File: src/rtl/core/rud_pkg.sv
// Shared types for the restoring unsigned divider.
// No dependencies.
package rud_pkg;

	// Control flags that travel with each item from cell to cell.
	typedef struct packed {
		logic valid;
		logic dividend_zero;
		logic divisor_zero;
	} rud_ctrl_t;

endpackage

File: src/rtl/core/rud_cell.sv
// One restoring division step with its pipeline register.
// Depends on rud_pkg for the control struct.
module rud_cell #(
	parameter int DATA_WIDTH = 32
) (
	input  logic                    clk,
	input  logic                    arst_n,
	input  logic                    advance,
	input  rud_pkg::rud_ctrl_t      ctrl_in,
	input  logic [DATA_WIDTH-1:0]   rem_in,
	input  logic [DATA_WIDTH-1:0]   dq_in,
	input  logic [DATA_WIDTH-1:0]   div_in,
	output rud_pkg::rud_ctrl_t      ctrl_out,
	output logic [DATA_WIDTH-1:0]   rem_out,
	output logic [DATA_WIDTH-1:0]   dq_out,
	output logic [DATA_WIDTH-1:0]   div_out
);
	import rud_pkg::*;

	logic [DATA_WIDTH:0]   wide;
	logic [DATA_WIDTH:0]   diff;
	logic                  take;
	logic [DATA_WIDTH-1:0] rem_next;
	logic [DATA_WIDTH-1:0] dq_next;
	rud_ctrl_t             ctrl_s1;
	logic [DATA_WIDTH-1:0] rem_s1;
	logic [DATA_WIDTH-1:0] dq_s1;
	logic [DATA_WIDTH-1:0] div_s1;

	// Shift in the next dividend bit and try subtracting the divisor.
	// The word dq holds unused dividend bits on top and new quotient bits below.
	always_comb begin
		wide     = {rem_in, dq_in[DATA_WIDTH-1]};
		diff     = wide - {1'b0, div_in};
		take     = ~diff[DATA_WIDTH];
		rem_next = take ? diff[DATA_WIDTH-1:0] : wide[DATA_WIDTH-1:0];
		dq_next  = {dq_in[DATA_WIDTH-2:0], take};
	end

	// Control register; only the valid flag needs a reset value.
	always_ff @(posedge clk or negedge arst_n) begin
		if (!arst_n) begin
			ctrl_s1 <= '0;
		end else if (advance) begin
			ctrl_s1 <= ctrl_in;
		end
	end

	// Data registers.
	always_ff @(posedge clk) begin
		if (advance) begin
			rem_s1 <= rem_next;
			dq_s1  <= dq_next;
			div_s1 <= div_in;
		end
	end

	assign ctrl_out = ctrl_s1;
	assign rem_out  = rem_s1;
	assign dq_out   = dq_s1;
	assign div_out  = div_s1;

endmodule

File: config.mk
export PLATFORM = sky130hd
export DESIGN_NAME = rud_cell
export DESIGN_NICKNAME = d
export VERILOG_FILES = /design/src/rtl/core/rud_pkg.sv /design/src/rtl/core/rud_cell.sv
export SDC_FILE = /design/constraint.sdc
export NUM_CORES = 1
export LEC_CHECK = 0
export BUFFER_PORTS_ARGS = -buffer_cell sky130_fd_sc_hd__buf_2
export CORE_MARGIN = 1
export CORE_UTILIZATION = 50
export CTS_CLUSTER_SIZE = 30
export DETAILED_ROUTE_END_ITERATION = 8
export PLACE_DENSITY = 0.81
export SETUP_SLACK_MARGIN = 0.05
export SYNTH_ARGS = -nofsm -noshare
export SYNTH_HDL_FRONTEND = slang
export SYNTH_SLANG_ARGS = --single-unit
File: constraint.sdc
create_clock -name clk -period 0.98 [get_ports clk]
set_input_delay 0.049 -clock clk [delete_from_list [all_inputs] [get_ports clk]]
set_output_delay 0.049 -clock clk [all_outputs]
set_load 0.005 [all_outputs]
# --- After elaboration in Yosys (flattened, before gate mapping) ---
# Cells that the tools add are included.
op_classes:
  muxes: 1
  bitwise_logic: 1
  addsub: 1
ops:
  columns: ["operator", "n"]
  rows:
  - ["$sub A33 B32 Y33", 1]
  - ["$mux W32", 1]
  - ["$not A1 Y1", 1]
word_totals:
  register_bits: 99
  wordCells: 9
  output_inout_bits: 99

# --- Depth between registers and ports, before layout ---
# Gate-level depths: netlist (run 1).
depth:
  word_depth: 2
  ltp_mapped: 13
  mapped_depth_nobuf: 12

# --- Least setup slack after synthesis (run 1) ---
# OpenSTA, ideal clock, no wires.
synth_timing:
  path_type: "in2reg"
  start: "input div_in[16]"
  end: "register rem_s1[10] (netlist: rem_out[10]), data pin"
  arrival_time_ns: 2.304
  path_buffers: 2
  setup_ns: 0.260
  setup_slack_ns: -1.585
  cell_stages: 12
  path_cell_list: "inv_1 > ha_1 > buf_6 > a21oi_4 > o211ai_1 > a221o_1 > a211o_1 > o21a_1 > o211ai_4 > inv_2 > buf_6 > mux2_4"
synth_between:
  elab_chain_len: 2
synth_rtl:
  columns: ["item", "line_no", "source"]
  rows:
  - ["start, declared", "rud_cell.sv:12", "input logic [DATA_WIDTH-1:0] div_in,"]
  - ["$sub A33 B32 Y33", "rud_cell.sv:34", "diff = wide - {1'b0, div_in};"]
  - ["$mux W32", "rud_cell.sv:36", "rem_next = take ? diff[DATA_WIDTH-1:0] : wide[DATA_WIDTH-1:0];"]
  - ["via rem_next[10]", "rud_cell.sv:23", "logic [DATA_WIDTH-1:0] rem_next;"]
  - ["end signal, assigned", "rud_cell.sv:52", "rem_s1 <= rem_next;"]
  - ["end, declared", "rud_cell.sv:26", "logic [DATA_WIDTH-1:0] rem_s1;"]
# The timed path passes the listed nets, and every way through them passes these cells.
# A chain may end at the register's enable or synchronous reset.

# --- Worst setup path in the final report (run 1) ---
layout_timing:
  start: "input div_in[25]"
  end: "register rem_s1[29] (netlist: rem_out[29]), data pin"
# The elaborated chain is that of the path after synthesis.

==> run summary, run 1 <==
Status: complete, but fails checks
Failing checks: negative setup slack
Gr usage total: 0.362
Final worst path period share: 2.37
Hold path depth: 2
CP required: 1100 ps
FF-to-FF setup slack: 80 ps
P&R area growth vs syn: 67.0%
CTS H-Tree Depth: 3
Mapped Area: 5450 um^2
Sequential area share after synthesis: 0.543
DRT Pass-1 Iters: 6
Vias per cell: 5.79
Post-route cell area: 9100 um^2
Detailed router's first-iteration violation count: 528
Routability cong.: 0.877
Worst Tran Pin Value: 443 ps
Core footprint: 10500 um^2
Clk_skew: 0 ps
Fin Hold WS: 7.90 ps
Final Setup Violations: 51
Power Dens Cells: 1400 nW/um^2
Data arrival, critical path: 2450 ps
Origin of the worst min-delay path: rem_in[18]
EDFF count, synth: 96
Final worst slack: -1340 ps
Worst-path cell chain: buf_2 > inv_1 > ha_1 > a21o_1 > a21o_1 > a21o_1 > or3_4 > o211ai_4 > inv_4 > buf_6 > buf_8 > buf_4 > o2111ai_2 > nand2_1
Register bit total from synthesis: 99
Largest net degree at the start of global routing: 44
FFs w/ async S/R, synth: 0.0303
Clock buffer depth: 2
P_leak: 0.00425 uW
Vias in the first global route: 6081
Grt ovf: 0
CP most frequent cell: a21o_1
Most frequent cells after synthesis: 96 x edfxtp_1, 44 x nand2_1, 41 x inv_1
DR vias: 5959
Post-Syn Nets: 597
Yosys warns: 0
Critical Path Sink Type: flip-flop
Max Freq: 430 MHz
DR DRC count: 0
Syn Inst Count: 462
DIE HEIGHT: 106 um
Top-count cell post-synth: edfxtp_1
Clock Latency Late Sink: 380 ps
Cell count along the critical path: 14
Die W: 106 um
Worst reg2reg path startpoint: ctrl_out[0]
HPWL Detailed: 12000 um
Worst path max stage delay: 360 ps
Critical path's top delay family: compound AO/OA/AOI/OAI gates
Clock sinks: 99
Initial antenna violation count: 0
First-pass GRT wire length: 31000 um
CTS buffer count: 9
Port Buf Inserts: 200
Worst path bufs/invs: 6
Top-area cell type share of the netlist area: 0.529
R2R Path End: ctrl_out[0]
Max-slew violations: 0
TritonCTS clock tree: built
Synth unique cells: 51
CTS root buf: clkbuf_8
DP Area: 7590 um^2
Final Hold Fails: 0
Critical Path Slowest Stage Cell: or3_4
Area contributors post-synth: edfxtp_1 53%, ha_1 7.4%, mux2_4 5.0%
Antenna-violating nets left: 0
WL per Instance: 21.8 um
Nets@finish: 1022
Main synth FF type: edfxtp_1
WHS Endpoint: rem_out[19]
Synth area leader: edfxtp_1
Total Wirelength: 22400 um
DIE AREA: 11300 um^2
Ports: 201
Fin crit period: 2320 ps
Mapped Avg Cell Area: 11.8 um^2
R2R depth: 2
RSZ-0062 raised after global routing: true
Crit path max fanout: 6
Cell row count: 37
Share of post-route cells with drive strength above 1: 0.483
WS Path Type: input pin to flip-flop
Peak supply drop: 0.00119 V
Slew headroom: 0.702
Max-Cap Viols: 0
Initial Util: 0.520
Worst setup SP type: input pin
Hold WC Path Type: input pin to flip-flop
Worst-path clk slew: 110 ps
-- cell usage in the layout, fill, tap and decap left out, types with 14 or more instances in the layout --
master         instances
buf_4                138
ha_1                  24
buf_2                193
inv_1                 35
edfxtp_1              96
nor2_1                16
dlygate4sd3_1         82
a21o_1                15
mux2_4                18
nand2_1               39
o21ai_0               17
a21oi_1               25
xnor2_1               14
-- worst max path at each step --
stage / slack (ps) / to / from
after CTS: -1270 / rem_out[21] / rem_in[12]
after floorplan: -1470 / rem_out[10] / div_in[16]
final: -1340 / rem_out[29] / div_in[25]
after global routing: -1320 / rem_out[29] / div_in[25]
after detailed placement: -1790 / rem_out[28] / dq_in[31]
after global placement: -1700 / rem_out[28] / dq_in[31]
-- timing repair --
action / CTS / global route
setup endpoints to repair: 90 / 130
gates resized for setup: 40 / 32
pin swaps: 18 / 20
buffers inserted: 16 / 8
endpoints found under the hold margin: 83 / 0
cloned: 1 / 1
hold buffers: 82 / 0
-- state kept, by name, summed over array words and instances (netlist names) --
register,count
rem_out,32
ctrl_out,3
dq_out,32
div_out,32
-- layout make-up --
type	instances	area, um^2
Inverter	42	178
Clock inverter	6	73.8
Multi-Input combinational cell	306	2520
Timing Repair Buffer	429	3060
Clock buffer	10	128
Sequential cell	99	2960
Fill cell	491	1370
Tap cell	136	170
Antenna cell	1	2.50
-- layer usage --
metal	up-vias	wire, um	track usage
met5	-	0	0
met4	0	1480	0.193
met3	147	2120	0.0607
met2	480	11100	0.659
met1	2766	7690	0.401
li1	2566	-	-
-- per-stage QoR --
stage / worst slack, ps / total power (uW) / TNS, ps / util / cells
after floorplan: -1470 / 7090 / -45570 / - / 462
after global placement: -1700 / 8770 / -53780 / 0.726 / 907
after detailed placement: -1790 / 8890 / -56810 / 0.726 / 907
after CTS: -1270 / 12200 / -39890 / 0.855 / 1022
after global routing: -1320 / 13100 / -41350 / 0.869 / 1028
final: -1340 / 12800 / -40480 / 0.869 / 1029
-- power by group --
group	internal, uW	leakage, uW	switching [uW]
sequential	5200	0.000974	163
clock	1220	0.000100	1660
combinational	2360	0.00318	2160
-- cells by family after synthesis --
| group | after synthesis | synth area share |
|---|---|---|
| flops | 99 | 0.543 |
| fa+ha+maj | 33 | 0.0772 |
| compound gates | 120 | 0.146 |
| buf+inv | 57 | 0.0437 |
| xor+xnor | 24 | 0.0386 |
| simple gates | 108 | 0.0951 |
| mux | 21 | 0.0558 |
Power figures use the tool's default switching activity.
==> run 2: changes to the inputs <==
--- a/config.mk
+++ b/config.mk
@@ -11,7 +11,6 @@
 export CTS_CLUSTER_SIZE = 30
 export DETAILED_ROUTE_END_ITERATION = 8
 export PLACE_DENSITY = 0.81
-export SETUP_SLACK_MARGIN = 0.05
 export SYNTH_ARGS = -nofsm -noshare
 export SYNTH_HDL_FRONTEND = slang
 export SYNTH_SLANG_ARGS = --single-unit
==> run summary, run 2 (synthesized netlist as in run 1, its figures left out) <==
Status: complete, but fails checks (unchanged)
Failing checks: negative setup slack (unchanged)
WL per Instance: 22.1 um (was 21.8 um)
Vias in the first global route: 6081 (unchanged)
Final Hold Fails: 0 (unchanged)
Worst setup SP type: input pin (unchanged)
Crit path max fanout: 6 (unchanged)
Initial antenna violation count: 0 (unchanged)
P_leak: 0.00425 uW (about the same)
Most frequent cells in the layout: 194 x buf_2, 138 x buf_4, 96 x edfxtp_1 (was 193 x buf_2, 138 x buf_4, 96 x edfxtp_1)
R2R depth: 2 (unchanged)
CTS buffer count: 9 (unchanged)
Largest net degree at the start of global routing: 44 (unchanged)
DR vias: 6028 (was 5959)
Fill cells: 477 (was 491)
DRT Pass-1 Iters: 8 (was 6)
Clk_skew: 0 ps (unchanged)
Worst reg2reg path startpoint: ctrl_out[0] (unchanged)
Fin Hold WS: 9.41 ps (was 7.90 ps)
Worst Tran Pin Value: 514 ps (was 443 ps)
Core footprint: 10500 um^2 (unchanged)
Grt ovf: 0 (unchanged)
Worst-path clk slew: 100 ps (was 110 ps)
Clock Latency Late Sink: 380 ps (about the same)
R2R Path End: ctrl_out[0] (unchanged)
Worst path max stage delay: 360 ps (about the same)
Register area: 2960 um^2 (unchanged)
TritonCTS clock tree: built (unchanged)
Gr usage total: 0.362 (unchanged)
CP required: 1120 ps (was 1100 ps)
CP endpoint: rem_out[28] (was rem_out[29])
Final worst slack: -1300 ps (was -1340 ps)
Final Setup Violations: 56 (was 51)
HPWL Detailed: 12000 um (unchanged)
Detailed router's first-iteration violation count: 629 (was 528)
Nets@finish: 1022 (unchanged)
Ports: 201 (unchanged)
CTS H-Tree Depth: 3 (unchanged)
Die W: 106 um (unchanged)
Crit. Startpoint: div_in[25] (unchanged)
Critical Path Sink Type: flip-flop (unchanged)
Max-slew violations: 0 (unchanged)
Initial Util: 0.520 (unchanged)
Port Buf Inserts: 200 (unchanged)
End-of-flow core utilization: 0.869 (about the same)
RSZ-0062 raised after global routing: true (unchanged)
CTS root buf: clkbuf_8 (unchanged)
DR DRC count: 0 (unchanged)
Share of post-route cells with drive strength above 1: 0.483 (unchanged)
Hold path depth: 2 (unchanged)
Hold WC Path Type: input pin to flip-flop (unchanged)
DIE AREA: 11300 um^2 (unchanged)
# diodes: 0 (was 1)
Area occupied by multi-input gates: 2520 um^2 (unchanged)
Peak supply drop: 0.00124 V (was 0.00119 V)
Critical Path Slowest Stage Cell: or3_4 (unchanged)
DIE HEIGHT: 106 um (unchanged)
Routability cong.: 0.877 (unchanged)
Clock sinks: 99 (unchanged)
Max Freq: 438 MHz (was 430 MHz)
Vias per cell: 5.86 (was 5.79)
Final worst path period share: 2.33 (was 2.37)
Data arrival, critical path: 2420 ps (was 2450 ps)
Slew headroom: 0.655 (was 0.702)
Power Dens Cells: 1400 nW/um^2 (about the same)
Clock buffer depth: 2 (unchanged)
Cell row count: 37 (unchanged)
FF-to-FF setup slack: 80 ps (about the same)
Most common cell after layout, fill and taps aside: buf_2 (unchanged)
P&R area growth vs syn: 66.9% (was 67.0%)
Worst-path cell chain: buf_2 > inv_1 > ha_1 > a21o_1 > a21o_1 > a21o_1 > or3_4 > o211ai_4 > inv_4 > buf_6 > buf_8 > mux2_4 (was buf_2 > inv_1 > ha_1 > a21o_1 > a21o_1 > a21o_1 > or3_4 > o211ai_4 > inv_4 > buf_6 > buf_8 > buf_4 > o2111ai_2 > nand2_1)
Antenna-violating nets left: 0 (unchanged)
Max-Cap Viols: 0 (unchanged)
Origin of the worst min-delay path: rem_in[18] (unchanged)
Fin crit period: 2280 ps (was 2320 ps)
WS Path Type: input pin to flip-flop (unchanged)
First-pass GRT wire length: 31000 um (unchanged)
Total Wirelength: 22700 um (was 22400 um)
CP most frequent cell: a21o_1 (unchanged)
-- run 2: cell types whose count changed in the layout (fill, tap and decap cells not counted) --
cell / before / now
buf_2: 193 / 194
diode_2: 1 / 0
buf_6: 8 / 7
-- run 2: per-stage QoR --
stage / std cells / setup TNS (ps) / cell area, um^2 / power, uW / setup slack (ps)
3_3_place_gp: 907 / -53780 / 7590 / 8770 / -1700
6_report: 1028 / -40100 / 9090 / 12800 / -1300
5_1_grt: 1028 / -41620 / 9090 / 13100 / -1320
2_1_floorplan: 462 / -45570 / 5540 / 7090 / -1470
4_1_cts: 1022 / -39890 / 8940 / 12200 / -1270
3_5_place_dp: 907 / -56810 / 7590 / 8890 / -1790
-- run 2: worst min path at each step --
stage	end
2_1_floorplan	ctrl_out[0]
3_3_place_gp	ctrl_out[0]
3_5_place_dp	ctrl_out[1]
4_1_cts	rem_out[1]
5_1_grt	rem_out[19]
6_report	rem_out[19]
-- run 2: timing repair --
item | CTS | global route
resized for setup | 40 | 31
hold endpoints to repair | 83 | 0
pin swaps | 18 | 20
hold buffers | 82 | 0
cloned | 1 | 1
setup endpoints to repair | 36 | 67
buffers inserted | 16 | 8
-- run 2: power breakdown --
group          internal (uW)  total, uW  switching (uW)  leakage (uW)
Combinational           2350       4540            2180       0.00318
Sequential              5200       5360             167      0.000974
Clock                   1220       2860            1640      0.000100
-- run 2: layer usage --
metal,global-route usage,wire [um],vias to the layer above
met5,0,0,-
met4,0.193,1640,0
met3,0.0607,2070,160
met2,0.659,11100,506
met1,0.401,7840,2801
li1,-,-,2561
-- run 2: final cells by class --
| cell class | instances | area share |
|---|---|---|
| Inverter | 42 | 0.0196 |
| Clock inverter | 6 | 0.00812 |
| Sequential cell | 99 | 0.325 |
| Tap cell | 136 | 0.0187 |
| Timing Repair Buffer | 429 | 0.336 |
| Clock buffer | 10 | 0.0140 |
| Multi-Input combinational cell | 306 | 0.278 |
-- run 2: critical path: cells and delay by family --
family	cells	cell delay, ps
buf+inv	5	500
fa+ha+maj	1	300
simple gates	1	360
compound gates	4	900
mux	1	300
